## config.mk

```make
export PLATFORM = sky130hd
export DESIGN_NAME = wav_data_chunk_locator_unit_flat
export DESIGN_NICKNAME = d
export VERILOG_FILES = /design/src/wdcl_pkg.sv /design/src/wdcl_byte_if.sv /design/src/wdcl_status_if.sv /design/src/wdcl_parser.sv /design/src/wav_data_chunk_locator_unit.sv /design/src/flat_wrapper.sv
export SDC_FILE = /design/constraint.sdc
export NUM_CORES = 1
export LEC_CHECK = 0
export BUFFER_PORTS_ARGS = -buffer_cell sky130_fd_sc_hd__buf_2
export CORE_MARGIN = 3
export CORE_UTILIZATION = 62
export CTS_CLUSTER_DIAMETER = 40
export DETAILED_ROUTE_END_ITERATION = 10
export HOLD_SLACK_MARGIN = 0.03
export PLACE_DENSITY = 0.8
export SYNTH_ARGS = -nofsm -noshare
export SYNTH_HDL_FRONTEND = slang
export SYNTH_SLANG_ARGS = --single-unit
```

## constraint.sdc

```tcl
create_clock -name clk -period 8.8 [get_ports clk]
set_clock_uncertainty 0.15 [all_clocks]
set_input_delay 1.32 -clock clk [delete_from_list [all_inputs] [get_ports clk]]
set_output_delay 1.32 -clock clk [all_outputs]
set_load 0.05 [all_outputs]
```

## src/wdcl_pkg.sv

```systemverilog
// ----------------------------------------------------------------------------
// wdcl_pkg
// Shared types and constants of the WAV data chunk locator.
// ----------------------------------------------------------------------------
package wdcl_pkg;

    localparam int unsigned MAX_BYTES = 1048576;
    localparam int unsigned MIN_LEN   = 44;
    localparam int unsigned WALK_BASE = 12;
    localparam int unsigned HDR_LEN   = 8;

    localparam int unsigned COUNT_W  = $clog2(MAX_BYTES + 1);
    localparam int unsigned CHUNK_W  = 34;
    localparam int unsigned BYTE_W   = 8;
    localparam int unsigned STATUS_W = 3;
    localparam int unsigned OFFSET_W = 21;
    localparam int unsigned SAMPLE_W = 31;
    localparam int unsigned WORD32_W = 32;

    localparam logic [WORD32_W-1:0] ID_RIFF = 32'h5249_4646;
    localparam logic [WORD32_W-1:0] ID_WAVE = 32'h5741_5645;
    localparam logic [WORD32_W-1:0] ID_DATA = 32'h6461_7461;

    localparam logic [STATUS_W-1:0] ST_FOUND     = 3'd0;
    localparam logic [STATUS_W-1:0] ST_TOO_SHORT = 3'd1;
    localparam logic [STATUS_W-1:0] ST_NO_RIFF   = 3'd2;
    localparam logic [STATUS_W-1:0] ST_NO_WAVE   = 3'd3;
    localparam logic [STATUS_W-1:0] ST_NO_DATA   = 3'd4;

    typedef enum logic [1:0] {
        PH_SIG,
        PH_WALK,
        PH_DONE
    } phase_t;

    typedef struct packed {
        logic              fire;
        logic [BYTE_W-1:0] data_byte;
        logic              last_byte;
    } step_t;

    typedef struct packed {
        logic                emit;
        logic [STATUS_W-1:0] status;
        logic [OFFSET_W-1:0] pcm_offset;
        logic [SAMPLE_W-1:0] sample_count;
    } result_t;

    function automatic logic [BYTE_W-1:0] id_byte(
        input logic [WORD32_W-1:0] id,
        input logic [1:0]          idx
    );
        logic [BYTE_W-1:0] b;
        case (idx)
            2'd0:    b = id[31:24];
            2'd1:    b = id[23:16];
            2'd2:    b = id[15:8];
            default: b = id[7:0];
        endcase
        return b;
    endfunction

endpackage

```

## src/wdcl_byte_if.sv

```systemverilog
// ----------------------------------------------------------------------------
// wdcl_byte_if
// Byte stream channel: one buffer byte per word, flag on the final byte.
// ----------------------------------------------------------------------------
interface wdcl_byte_if;

    logic                      valid;
    logic                      ready;
    logic [wdcl_pkg::BYTE_W-1:0] data_byte;
    logic                      last_byte;

    modport source (output valid, output data_byte, output last_byte, input ready);
    modport sink   (input valid, input data_byte, input last_byte, output ready);

endinterface

```

## src/wdcl_status_if.sv

```systemverilog
// ----------------------------------------------------------------------------
// wdcl_status_if
// Status channel: one word per buffer with the data chunk location.
// ----------------------------------------------------------------------------
interface wdcl_status_if;

    logic                          valid;
    logic                          ready;
    logic [wdcl_pkg::STATUS_W-1:0] status;
    logic [wdcl_pkg::OFFSET_W-1:0] pcm_offset;
    logic [wdcl_pkg::SAMPLE_W-1:0] sample_count;

    modport source (output valid, output status, output pcm_offset,
                    output sample_count, input ready);
    modport sink   (input valid, input status, input pcm_offset,
                    input sample_count, output ready);

endinterface

```

## src/wdcl_parser.sv

```systemverilog
// ----------------------------------------------------------------------------
// wdcl_parser
// Parser state and per-byte update: signature check, chunk walk, decision.
// ----------------------------------------------------------------------------
module wdcl_parser (
    input  logic              clk,
    input  logic              rst_n,
    input  wdcl_pkg::step_t   step,
    output wdcl_pkg::result_t res
);

    logic [wdcl_pkg::COUNT_W-1:0]  pos_reg,       pos_next;
    logic [wdcl_pkg::CHUNK_W-1:0]  ncs_reg,       ncs_next;
    logic [wdcl_pkg::WORD32_W-1:0] id_reg,        id_next;
    logic [wdcl_pkg::WORD32_W-1:0] size_reg,      size_next;
    wdcl_pkg::phase_t              phase_reg,     phase_next;
    logic [wdcl_pkg::STATUS_W-1:0] pend_reg,      pend_next;
    logic [wdcl_pkg::OFFSET_W-1:0] found_off_reg, found_off_next;
    logic [wdcl_pkg::SAMPLE_W-1:0] found_smp_reg, found_smp_next;
    logic                          sent_reg,      sent_next;

    logic [wdcl_pkg::COUNT_W-1:0]  count;
    logic [wdcl_pkg::CHUNK_W-1:0]  pos_ext;
    logic [wdcl_pkg::CHUNK_W-1:0]  rel;
    logic [wdcl_pkg::WORD32_W-1:0] size_new;
    logic [wdcl_pkg::STATUS_W-1:0] st;

    always_ff @(posedge clk or negedge rst_n)
    begin
        if (!rst_n)
        begin
            pos_reg       <= '0;
            ncs_reg       <= wdcl_pkg::CHUNK_W'(wdcl_pkg::WALK_BASE);
            id_reg        <= '0;
            size_reg      <= '0;
            phase_reg     <= wdcl_pkg::PH_SIG;
            pend_reg      <= wdcl_pkg::ST_FOUND;
            found_off_reg <= '0;
            found_smp_reg <= '0;
            sent_reg      <= 1'b0;
        end
        else
        begin
            pos_reg       <= pos_next;
            ncs_reg       <= ncs_next;
            id_reg        <= id_next;
            size_reg      <= size_next;
            phase_reg     <= phase_next;
            pend_reg      <= pend_next;
            found_off_reg <= found_off_next;
            found_smp_reg <= found_smp_next;
            sent_reg      <= sent_next;
        end
    end

    assign count    = pos_reg + 1'b1;
    assign pos_ext  = {{(wdcl_pkg::CHUNK_W - wdcl_pkg::COUNT_W){1'b0}}, pos_reg};
    assign rel      = pos_ext - ncs_reg;
    assign size_new = {step.data_byte, size_reg[wdcl_pkg::WORD32_W-1:wdcl_pkg::BYTE_W]};

    always_comb
    begin
        pos_next       = pos_reg;
        ncs_next       = ncs_reg;
        id_next        = id_reg;
        size_next      = size_reg;
        phase_next     = phase_reg;
        pend_next      = pend_reg;
        found_off_next = found_off_reg;
        found_smp_next = found_smp_reg;
        sent_next      = sent_reg;
        st             = pend_reg;
        res            = '0;

        if (step.fire && !sent_reg)
        begin
            case (phase_reg)
                wdcl_pkg::PH_SIG:
                begin
                    if (pos_reg < wdcl_pkg::COUNT_W'(4))
                    begin
                        if (step.data_byte != wdcl_pkg::id_byte(wdcl_pkg::ID_RIFF, pos_reg[1:0]))
                        begin
                            phase_next = wdcl_pkg::PH_DONE;
                            pend_next  = wdcl_pkg::ST_NO_RIFF;
                        end
                    end
                    else if (pos_reg >= wdcl_pkg::COUNT_W'(8) &&
                             pos_reg < wdcl_pkg::COUNT_W'(wdcl_pkg::WALK_BASE))
                    begin
                        if (step.data_byte != wdcl_pkg::id_byte(wdcl_pkg::ID_WAVE, pos_reg[1:0]))
                        begin
                            phase_next = wdcl_pkg::PH_DONE;
                            pend_next  = wdcl_pkg::ST_NO_WAVE;
                        end
                        else if (pos_reg == wdcl_pkg::COUNT_W'(wdcl_pkg::WALK_BASE - 1))
                        begin
                            phase_next = wdcl_pkg::PH_WALK;
                        end
                    end
                end
                wdcl_pkg::PH_WALK:
                begin
                    if (pos_ext >= ncs_reg && rel < wdcl_pkg::CHUNK_W'(wdcl_pkg::HDR_LEN))
                    begin
                        if (!rel[2])
                        begin
                            id_next = {id_reg[wdcl_pkg::WORD32_W-wdcl_pkg::BYTE_W-1:0],
                                       step.data_byte};
                        end
                        else
                        begin
                            size_next = size_new;
                            if (rel[1:0] == 2'd3)
                            begin
                                if (id_reg == wdcl_pkg::ID_DATA)
                                begin
                                    found_off_next = ncs_reg[wdcl_pkg::OFFSET_W-1:0] +
                                                     wdcl_pkg::OFFSET_W'(wdcl_pkg::HDR_LEN);
                                    found_smp_next = size_new[wdcl_pkg::WORD32_W-1:1];
                                    phase_next     = wdcl_pkg::PH_DONE;
                                    pend_next      = wdcl_pkg::ST_FOUND;
                                end
                                else
                                begin
                                    ncs_next = ncs_reg +
                                               wdcl_pkg::CHUNK_W'(wdcl_pkg::HDR_LEN) +
                                               wdcl_pkg::CHUNK_W'(size_new) +
                                               wdcl_pkg::CHUNK_W'(size_new[0]);
                                end
                                id_next   = '0;
                                size_next = '0;
                            end
                        end
                    end
                end
                default:
                begin
                end
            endcase

            pos_next = count;
            if (phase_next != wdcl_pkg::PH_DONE &&
                count >= wdcl_pkg::COUNT_W'(wdcl_pkg::MAX_BYTES))
            begin
                phase_next = wdcl_pkg::PH_DONE;
                pend_next  = wdcl_pkg::ST_NO_DATA;
            end

            st = pend_next;
            if (step.last_byte)
            begin
                res.emit = 1'b1;
                if (count < wdcl_pkg::COUNT_W'(wdcl_pkg::MIN_LEN))
                begin
                    st = wdcl_pkg::ST_TOO_SHORT;
                end
                else if (phase_next != wdcl_pkg::PH_DONE)
                begin
                    st = wdcl_pkg::ST_NO_DATA;
                end
            end
            else if (phase_next == wdcl_pkg::PH_DONE &&
                     count >= wdcl_pkg::COUNT_W'(wdcl_pkg::MIN_LEN))
            begin
                res.emit  = 1'b1;
                sent_next = 1'b1;
            end

            res.status = st;
            if (st == wdcl_pkg::ST_FOUND)
            begin
                res.pcm_offset   = found_off_next;
                res.sample_count = found_smp_next;
            end
        end

        // rearm on the final byte
        if (step.fire && step.last_byte)
        begin
            pos_next       = '0;
            ncs_next       = wdcl_pkg::CHUNK_W'(wdcl_pkg::WALK_BASE);
            id_next        = '0;
            size_next      = '0;
            phase_next     = wdcl_pkg::PH_SIG;
            pend_next      = wdcl_pkg::ST_FOUND;
            found_off_next = '0;
            found_smp_next = '0;
            sent_next      = 1'b0;
        end
    end

endmodule

```

## src/wav_data_chunk_locator_unit.sv

```systemverilog
// ----------------------------------------------------------------------------
// wav_data_chunk_locator_unit
// Streaming RIFF/WAVE parser that locates the data chunk of each buffer.
// ----------------------------------------------------------------------------
//  channel | dir | payload                                  | words
//  stream  | in  | data_byte[7:0], last_byte                | one per byte
//  report  | out | status[2:0], pcm_offset[20:0],           | one per buffer
//          |     | sample_count[30:0]                       |
//
//  One byte a cycle unless a held report stalls the parser; a word goes
//  through an input register, the parser update and the report register.
//  The parser state updates once per accepted byte (one 34-bit
//  compare and add on the chunk offset).
//  Reset clears the parser to the start of a buffer.
//  A held report stalls the parser only when a byte waits on it.
// ----------------------------------------------------------------------------
module wav_data_chunk_locator_unit (
    input  logic                 clk,
    input  logic                 rst_n,
    wdcl_byte_if.sink            stream,
    wdcl_status_if.source        report
);

    logic                          in_vld_reg,    in_vld_next;
    logic [wdcl_pkg::BYTE_W-1:0]   in_byte_reg;
    logic                          in_last_reg;
    logic                          out_vld_reg,   out_vld_next;
    logic [wdcl_pkg::STATUS_W-1:0] out_status_reg;
    logic [wdcl_pkg::OFFSET_W-1:0] out_offset_reg;
    logic [wdcl_pkg::SAMPLE_W-1:0] out_count_reg;

    logic              advance;
    logic              take;
    wdcl_pkg::step_t   step;
    wdcl_pkg::result_t res;

    assign advance      = in_vld_reg && (!out_vld_reg || report.ready);
    assign stream.ready = !in_vld_reg || advance;
    assign take         = stream.valid && stream.ready;

    assign step.fire      = advance;
    assign step.data_byte = in_byte_reg;
    assign step.last_byte = in_last_reg;

    wdcl_parser u_parser (
        .clk   (clk),
        .rst_n (rst_n),
        .step  (step),
        .res   (res)
    );

    always_comb
    begin
        in_vld_next = take ? 1'b1 : (advance ? 1'b0 : in_vld_reg);
        if (advance && res.emit)
        begin
            out_vld_next = 1'b1;
        end
        else if (report.ready)
        begin
            out_vld_next = 1'b0;
        end
        else
        begin
            out_vld_next = out_vld_reg;
        end
    end

    always_ff @(posedge clk or negedge rst_n)
    begin
        if (!rst_n)
        begin
            in_vld_reg  <= 1'b0;
            out_vld_reg <= 1'b0;
        end
        else
        begin
            in_vld_reg  <= in_vld_next;
            out_vld_reg <= out_vld_next;
        end
    end

    always_ff @(posedge clk)
    begin
        if (take)
        begin
            in_byte_reg <= stream.data_byte;
            in_last_reg <= stream.last_byte;
        end
        if (advance && res.emit)
        begin
            out_status_reg <= res.status;
            out_offset_reg <= res.pcm_offset;
            out_count_reg  <= res.sample_count;
        end
    end

    assign report.valid        = out_vld_reg;
    assign report.status       = out_status_reg;
    assign report.pcm_offset   = out_offset_reg;
    assign report.sample_count = out_count_reg;

endmodule

```

## src/flat_wrapper.sv

```systemverilog
// flat-port wrapper written by rule: the top's interface ports become plain ports
module wav_data_chunk_locator_unit_flat 
  (clk, rst_n, stream_valid, stream_data_byte, stream_last_byte, stream_ready, report_valid, report_status, report_pcm_offset, report_sample_count, report_ready);
  wdcl_byte_if stream_i ();
  wdcl_status_if report_i ();
  input  logic clk;
  input  logic rst_n;
  input wire logic [$bits(stream_i.valid)-1:0] stream_valid;
  input wire logic [$bits(stream_i.data_byte)-1:0] stream_data_byte;
  input wire logic [$bits(stream_i.last_byte)-1:0] stream_last_byte;
  output wire logic [$bits(stream_i.ready)-1:0] stream_ready;
  output wire logic [$bits(report_i.valid)-1:0] report_valid;
  output wire logic [$bits(report_i.status)-1:0] report_status;
  output wire logic [$bits(report_i.pcm_offset)-1:0] report_pcm_offset;
  output wire logic [$bits(report_i.sample_count)-1:0] report_sample_count;
  input wire logic [$bits(report_i.ready)-1:0] report_ready;
  assign stream_i.valid = stream_valid;
  assign stream_i.data_byte = stream_data_byte;
  assign stream_i.last_byte = stream_last_byte;
  assign stream_ready = stream_i.ready;
  assign report_valid = report_i.valid;
  assign report_status = report_i.status;
  assign report_pcm_offset = report_i.pcm_offset;
  assign report_sample_count = report_i.sample_count;
  assign report_i.ready = report_ready;
  wav_data_chunk_locator_unit u_core (.clk(clk), .rst_n(rst_n), .stream(stream_i), .report(report_i));
endmodule
```

== Word-level counts from Yosys, hierarchy flattened ==
Cells that the tools add are included.
Storage, ports and cells
  memory bits (writable): 0
  bits in registers: 243
  memory bits (read-only): 0
  output and inout port bits: 57
  bits in latches: 0
  word-level logic and storage cells: 161
  input bits: 13
  memories kept: 0
Cells by class
  order comparisons: 8
  reduce and logical (&&, ||, !) cells: 30
  multiply operators: 0
  bitwise gates (word level): 0
  add/sub/neg operators: 6
  shifts and indexed selects: 0
  div/mod/pow operators: 0
  eq/ne operators: 14
  mux-type cells: 87
Operators with widths (count)
  $mux W32: 12
  $mux W34: 7
  $mux W31: 7
  $mux W21: 9
  $mux W56: 1
  $mux W8: 7
  $mux W52: 1
  $mux W3: 15
  $add A34 B1 Y34: 1
  $add A34 B32 Y34: 1
  $add A34 B4 Y34 const B: 1
  $ge A21 B34 Y1: 1
  $lt A34 B4 Y1 const B: 1
  $sub A21 B34 Y34: 1
  $eq A32 B31 Y1 const B: 1
  $mux W2: 14
  $add A21 B1 Y21 const B: 1
  $add A21 B4 Y21 const B: 1
  $eq A21 B4 Y1 const B: 1
  $ge A21 B21 Y1 const B: 1
  $ge A21 B4 Y1 const B: 1
  $ge A21 B6 Y1 const B: 1
  $lt A21 B3 Y1 const B: 1
  $lt A21 B4 Y1 const B: 1
  22 further kinds: 57

== Logic depth before layout (Yosys ltp) ==
Gate-level depths: netlist of run 1.
  depth in word-level cells: 26
  gate-level depth with buffers: 16
  depth with buffers taken out: 15

== Hierarchy ==
From an unflattened synthesis of run 1, not the netlist that was laid out.
Unflattened totals
  cells, all modules: 1493
  area total of the unflattened synthesis: 14393.8 µm²
By module, submodules not included
  wdcl_parser: area each 12360.6 µm², cells each 1419, instances 1, sequential area each 4206.5 µm²
  wav_data_chunk_locator_unit: area each 2033.2 µm², cells each 74, instances 1, sequential area each 1971.9 µm²

== Worst setup path before layout of run 1 ==
OpenSTA, ideal clock, no wires.
  path kind: flip-flop to flip-flop
  start: register u_core.u_parser.pos_reg[1] in the netlist's numbering
  end: register u_core.out_offset_reg, in the netlist u_core.report.pcm_offset[0], enable pin
  path buffers: 1
  cell stages (with the launch flop): 14
  required time: 8164 ps
  period minus slack after synthesis: 6392 ps
  arrival: 5756 ps
  slack: 2408 ps
  library setup time: 486 ps
  cell sequence: dfrtp_1 inv_1 fa_1 nand2b_1 a21boi_2 o211ai_1 a311oi_2 nor2_1 o31a_1 nand4b_4 nor2_2 buf_2 o21bai_1 a21oi_1
Between the ends
  word-level cells in the longest chain between the ends: 22
  elaborated cells on any way between the ends: 47
  classes of those cells: 2 x add/sub; 7 x order compare; 8 x eq/ne; 24 x mux; 6 x reduce/logical
Ends and longest elaborated chain
  start, declared: line wdcl_parser.sv:12  | logic [wdcl_pkg::COUNT_W-1:0] pos_reg, pos_next;
  start signal, assigned: line wdcl_parser.sv:44  | pos_reg <= pos_next;
  parallel branches: the longest is 17 deep, another holds $sub A21 B34 Y34
  $logic_and A1 B1 Y1 *: line wdcl_parser.sv:163  | else if (phase_next == wdcl_pkg::PH_DONE &&
  $mux W1 *: line wdcl_parser.sv:163
  $mux W1 *: line wdcl_parser.sv:151  | if (step.last_byte)
  $mux W56 *: line wdcl_parser.sv:75  | if (step.fire && !sent_reg)
  $logic_and A1 B1 Y1 *: line wav_data_chunk_locator_unit.sv:90  | if (advance && res.emit)
  end signal, assigned: line wav_data_chunk_locator_unit.sv:93  | out_offset_reg <= res.pcm_offset;
  end, declared: line wav_data_chunk_locator_unit.sv:29  | logic [wdcl_pkg::OFFSET_W-1:0] out_offset_reg;
Every way passes the cells marked *. The select of a mux whose other input is x is not followed.
A chain may end at the register's enable or synchronous reset.

== Worst setup path after layout of run 1 ==
  start: register u_core.u_parser.pos_reg[1] in the netlist's numbering
  end: register u_core.out_offset_reg, in the netlist u_core.report.pcm_offset[10] (data pin)
Between the ends
  word-level cells in the longest chain between the ends: 23
  elaborated cells on any way between the ends: 61
  classes of those cells: 2 x add/sub; 7 x order compare; 8 x eq/ne; 38 x mux; 6 x reduce/logical
Ends and longest elaborated chain
  parallel branches: the longest is 23 deep, another holds $sub A21 B34 Y34
Several ways; the timed one is not identified. The select of a mux whose other input is x is not followed.

==> flow_summary.json, run 1 <==
{
  "crit_path_end_kind": "flop",
  "yosys_warnings": 0,
  "initial_core_util_pct": 64.0,
  "r2r_cells": 14,
  "grt.met3_usage_pct": 4.81,
  "critical_path.startpoint_type": "flop",
  "cellLeakagePower_nw": 6.94,
  "via_count": 12283,
  "grtUsageMet1_pct": 44.1,
  "cts_root_buffer": "clkbuf_16",
  "htree_levels": 2,
  "slowest_stage": "buf_4",
  "final_core_util_pct": 71.6,
  "firstDrtPassIters": 5,
  "die_h_um": 157,
  "hold_class": "flop to flop",
  "post-route-min-period_ns": 4.97,
  "insertion_delay_ns": 0.51,
  "clk_pin_slew_worst_paths_ns": 0.06,
  "status": "complete, no violations",
  "n_antenna_cell": 0,
  "cap_violations": 0,
  "critPathMaxStageDelay_ns": 0.61,
  "peakVddDrop_uv": 206,
  "numCtsBuffers": 35,
  "crit_chain": "inv_1, fa_1, nand2b_1, a21boi_2, a311oi_1, a21oi_1, mux2i_1, nor4_1, nand3_1, nor2_4, buf_4, o211ai_4, buf_4, a21oi_1",
  "netlist_area_mm2": 0.0142,
  "core_area_mm2": 0.0222,
  "grt_setup_unrepaired": "false",
  "drtAntennaViolNets": 0,
  "yosys-top-cells-area": "dfrtp_1 (30%), edfxtp_1 (14%), ha_1 (7.8%)",
  "portBuffers": 69,
  "timing_hold_violations_final": 0,
  "clock_path_buffers": 3,
  "grt_overflow": 0,
  "hpwl_um": 25400,
  "synth_top_area_share_pct": 29.6,
  "syn_nets": 1637,
  "route.detailed.drc": 0,
  "grt_pass1_vias": 11807,
  "slew_headroom_pct": 24.6,
  "place.gp.congestion": 0.981,
  "criticalPathCategory": "flop to flop",
  "grt_pass1_wl_um": 62300,
  "largest_reg_flops": 33,
  "fmax_mhz": 201,
  "dieWidth_um": 157,
  "via_per_inst": 6.56,
  "antenna_found_initial": 0,
  "async_reset_ff_share_pct": 72.6,
  "track_usage_pct": 31.2,
  "io-pin-count": 70,
  "cts_sinks": 234,
  "synth_edf_count": 64,
  "crit_buf_inv": 3,
  "crit_fanout": 59,
  "post-route-period-util_pct": 56.5,
  "grtUsageMet2_pct": 49.2,
  "synth_cells": 1533,
  "setup_viol": 0,
  "cp.arrival_ns": 5.14,
  "avgSynthCellArea_um2": 9.25,
  "num_rows": 54,
  "fillerInstances": 1659,
  "tns_ns": 0,
  "wire_per_inst_um": 20.3,
  "drive_above_1_share_pct": 11.1,
  "synth_top_cell_by_area": "dfrtp_1",
  "totalWireLength_um": 38100,
  "grt_most_used_layer": "met2",
  "worstPathRequired_ns": 8.97,
  "cts_resized": 0,
  "synth.distinct_cells": 85,
  "nets": 1671,
  "cts_setup_buffers": 0,
  "powerDensity_mw_per_mm2": 183,
  "crit_family": "simple AND/OR/NAND/NOR gates",
  "grt_start_max_net_pins": 102,
  "yosysSeqAreaShare_pct": 43.6,
  "syn2layout_area_growth_pct": 12.0,
  "tightest_slew_ns": 1.13,
  "cts_hold_buf": 0,
  "cts_tree": "built",
  "die_area_mm2": 0.0247,
  "min_delay_path_depth": 1,
  "report.final.slew_viol_count": 0,
  "synth_flop_cell": "dfrtp_1",
  "drt_iter0_markers": 1382,
  "ys_ff_latch": 234,
  "cp_num_cells": 14
}
layout make-up:
type / count / area [µm²] / share of cell area, %
inverters: 43 / 161 / 1.02
well taps: 280 / 350 / 2.21
clock buffers: 38 / 897 / 5.65
flip-flops and latches: 234 / 6180 / 38.9
multi-input cells: 1170 / 7500 / 47.2
repair buffers: 83 / 457 / 2.88
clock inverters: 24 / 332 / 2.09
cells by family after synthesis:
logic type | count (synthesis) | share of synthesized area [%]
other cells | 1 | 0.0264
flops | 234 | 43.6
simple gates | 564 | 19.7
compound gates | 442 | 20.0
buf+inv | 129 | 3.89
xor+xnor | 58 | 3.58
fa+ha+maj | 92 | 8.26
mux | 13 | 0.953
path summary, 6_finish.rpt:
check                                            startpoint                                end  slack [ns]
setup / recovery                 u_core.u_parser.pos_reg[1]       u_core.report.pcm_offset[10]        3.83
hold / removal             u_core.u_parser.found_smp_reg[6]   u_core.u_parser.found_smp_reg[6]        0.35
setup reg to reg                 u_core.u_parser.pos_reg[1]       u_core.report.pcm_offset[10]        3.83
hold reg to reg            u_core.u_parser.found_smp_reg[6]   u_core.u_parser.found_smp_reg[6]        0.35
max in group asynchronous                             rst_n  u_core.u_parser.found_smp_reg[25]        6.20
min in group asynchronous                             rst_n  u_core.u_parser.found_off_reg[13]        0.76
per-stage QoR:
step                      setup slack, ns  power [W]  instance area [µm²]  hold slack (ns)  instances
final                                3.83    0.00290                15900            0.350       1872
after CTS                            3.85    0.00291                15900            0.351       1872
after global routing                 3.53    0.00299                15900            0.355       1872
after global placement               4.07    0.00144                14600            0.331       1810
after floorplan                      2.41    0.00136                14200            0.313       1533
after detailed placement             3.87    0.00145                14600            0.332       1810
report_power, final:
part / switching [W] / internal, W
Clock: 0.000517 / 0.000951
Sequential: 0.0000265 / 0.00114
Combinational: 0.000190 / 0.0000731
Total: 0.000734 / 0.00217
routing by layer:
layer | vias to the layer above | part of all wire, %
li1 | 5697 | -
met1 | 5948 | 43
met2 | 548 | 46
met3 | 90 | 7.3
met4 | 0 | 3.5
met5 | - | 0
cell usage after synthesis, types with 4 or more instances:
master,count
nand4_1,20
a211oi_1,9
or4_1,9
nand3_1,103
xnor2_1,40
a21oi_1,183
a2111oi_0,4
and3_1,13
a31oi_1,14
nor2_1,73
xor2_1,18
o21ai_1,4
nor4bb_1,5
o21ai_0,63
dfrtp_1,168
clkbuf_1,49
and2_1,8
or2_2,5
nor2b_1,11
a21o_1,20
or3_1,11
ha_1,88
a211o_1,5
nor4_1,10
o21bai_1,7
mux2i_1,9
o21a_1,8
mux2_1,4
a22o_1,53
and4_1,4
nand2_1,226
o31ai_1,23
o211ai_1,8
nand2b_1,15
inv_1,43
buf_2,33
nor4b_1,9
nor3_1,17
edfxtp_1,64
o22ai_1,5
worst reg2reg max path, stage by stage, from the launching register on:
cell	delay, ns
dfrtp_1	0.49
inv_1	0.18
fa_1	0.50
nand2b_1	0.20
a21boi_2	0.30
a311oi_1	0.15
a21oi_1	0.28
mux2i_1	0.14
nor4_1	0.51
nand3_1	0.32
nor2_4	0.20
buf_4	0.61
o211ai_4	0.14
buf_4	0.30
a21oi_1	0.31
cells in the final DEF, fill, tap and decap left out, types with 20 or more instances in the layout:
cell type and count:
nand2_1 226, a22o_1 53, a21o_1 20, ha_1 88
dfrtp_1 168, nor2_1 73, o31ai_1 23, nand3_1 103
inv_1 43, edfxtp_1 64, buf_2 68, a21oi_1 182
xnor2_1 40, clkbuf_16 35, o21ai_0 63, nand4_1 20
No activity file was read; power rests on OpenSTA's default activity.
==> inputs of run 2 (changes only) <==
clock period = 4.7 ns   (was 8.8 ns; I/O delays follow)
==> run 2 against run 1 <==
Effect of this change: via count increased by 0.20%; cell area increased by 2.3%; die area did not move; sequential share of layout area is 0.87 points lower; highest routed layer unchanged; largest power group unchanged; hold slack got worse by 0.17 ns; non-clock buffer count rose by 26; largest cell class unchanged; sequential power up 87%; register-to-register slack lost 3.5 ns.
==> flow_summary.json, run 2 (same netlist as run 1, synthesis figures left out) <==
{
  "drive_above_1_share_pct": 13.1,
  "clock_path_buffers": 3,
  "largest_reg_flops": 33,
  "layout_commonest_cell": "nand2_1",
  "cts_sinks": 234,
  "critical_path.startpoint_type": "flop",
  "tightest_slew_ns": 1.08,
  "place.gp.congestion": 1.05,
  "dp_cells": 1834,
  "final_cell_mix": "nand2_1 (226), a21oi_1 (182), dfrtp_1 (168)",
  "postPlaceCellArea_mm2": 0.0149,
  "numCtsBuffers": 37,
  "dp_slack_ns": 0.195,
  "cts_root_buffer": "clkbuf_16",
  "routed.top_layer": "met4",
  "hold_class": "primary input to asynchronous set/reset pin",
  "route.detailed.drc": 0,
  "core_area_mm2": 0.0222,
  "timing_hold_violations_final": 0,
  "cap_violations": 0,
  "tns_ns": 0,
  "nets": 1699,
  "peakVddDrop_uv": 286,
  "grt_pass1_vias": 11837,
  "hpwl_um": 25500,
  "via_per_inst": 6.46,
  "portBuffers": 69,
  "wire_per_inst_um": 19.9,
  "cts_tree": "built",
  "status": "complete, no violations",
  "fillerInstances": 1672,
  "crit_fanout": 34,
  "cellLeakagePower_nw": 7.16,
  "initial_core_util_pct": 64.0,
  "antenna_found_initial": 0,
  "die_h_um": 157,
  "final_cells": 1904,
  "grt_setup_unrepaired": "false",
  "drtAntennaViolNets": 0,
  "cts_hold_buf": 0,
  "io-pin-count": 70,
  "slew_headroom_pct": 27.7,
  "post-route-min-period_ns": 4.42,
  "dieWidth_um": 157,
  "insertion_delay_ns": 0.52,
  "report.final.slew_viol_count": 0,
  "die_area_mm2": 0.0247,
  "firstDrtPassIters": 7,
  "htree_levels": 2,
  "grt_pass1_wl_um": 61300,
  "post-route-worst-setup-slack_ns": 0.284,
  "drt_iter0_markers": 1190,
  "criticalPathCategory": "flop to flop",
  "powerDensity_mw_per_mm2": 339,
  "fmax_mhz": 226,
  "grt_start_max_net_pins": 103,
  "clk_pin_slew_worst_paths_ns": 0.05,
  "wl_met2_um": 17500,
  "cp.arrival_ns": 4.53,
  "worstPathRequired_ns": 4.81,
  "via_count": 12307,
  "setup_viol": 0,
  "n_antenna_cell": 0,
  "grt_overflow": 0,
  "syn2layout_area_growth_pct": 14.5,
  "post-route-period-util_pct": 94.0,
  "postLayoutCellArea_mm2": 0.0162,
  "crit_path_end_kind": "flop",
  "totalWireLength_um": 37900,
  "met1_length_um": 16200,
  "dr_wl_met3_um": 2610,
  "track_usage_pct": 30.6,
  "num_rows": 54
}
==> run 2: cell types whose count changed in the layout (fill, tap and decap cells not counted) <==
| cell | before | now |
|---|---|---|
| nor4_4 | 3 | 4 |
| buf_4 | 14 | 33 |
| buf_12 | 0 | 6 |
| clkinv_2 | 3 | 7 |
| clkbuf_16 | 35 | 42 |
| clkbuf_8 | 1 | 3 |
| bufinv_16 | 7 | 2 |
| inv_8 | 1 | 3 |
| clkinv_1 | 3 | 0 |
| nor4_1 | 10 | 9 |
==> run 2: per-stage QoR <==
stage,total power [W],hold WS [ns],util [%]
global route,0.00568,0.196,73.3
CTS,0.00552,0.192,73.1
floorplan,0.00255,0.259,-
global placement,0.00272,0.333,67.3
detailed placement,0.00273,0.332,67.3
finish,0.00550,0.175,73.3
==> run 2: path summary, 6_finish.rpt <==
| path | start | endpoint | cells past startpoint | slack (ns) |
|---|---|---|---|---|
| setup / recovery | u_core.u_parser.pos_reg[1] | u_core.report.pcm_offset[13] | 14 | 0.28 |
| hold / removal | rst_n | u_core.u_parser.found_off_reg[9] | 1 | 0.18 |
| setup reg to reg | u_core.u_parser.pos_reg[1] | u_core.report.pcm_offset[13] | 14 | 0.28 |
| hold reg to reg | u_core.u_parser.found_off_reg[3] | u_core.u_parser.found_off_reg[3] | 1 | 0.35 |
| max in group asynchronous | rst_n | u_core.u_parser.ncs_reg[30] | 2 | 3.25 |
| min in group clk | stream_data_byte[5] | u_core.in_byte_reg[5] | 1 | 0.21 |
==> run 2: area by class of cell <==
class / instances / area (µm²) / area share [%]
well taps: 280 / 350 / 2.16
repair buffers: 109 / 744 / 4.58
clock buffers: 46 / 1070 / 6.62
inverters: 43 / 161 / 0.994
clock inverters: 22 / 213 / 1.31
flip-flops and latches: 234 / 6180 / 38.0
multi-input cells: 1170 / 7520 / 46.3
==> run 2: where the power goes <==
group	total [W]	switching, W	internal (W)
Sequential	0.00219	0.0000521	0.00214
Clock	0.00279	0.00103	0.00176
Combinational	0.000524	0.000366	0.000158
==> run 2: routing by layer <==
layer / vias to the layer above / global-route usage, %
met5: - / 0
met4: 0 / 13.7
met3: 108 / 6.27
met2: 491 / 48.8
met1: 5927 / 40.6
li1: 5781 / -
==> run 2: critical path: stages (launching register included) <==
cell	delay, ns
dfrtp_1	0.51
inv_1	0.18
fa_1	0.51
nand2b_1	0.22
a21boi_2	0.29
o211ai_1	0.21
a311oi_2	0.42
or3_1	0.17
o31a_1	0.20
nand4b_4	0.24
nor2_4	0.06
buf_4	0.17
o211ai_4	0.49
buf_12	0.26
a21oi_1	0.08
==> run 2: timing repair <==
action                                  in CTS  in global routing
resized for setup                            0                  2
setup buffers                                0                  1
endpoints found under the setup margin       0                155
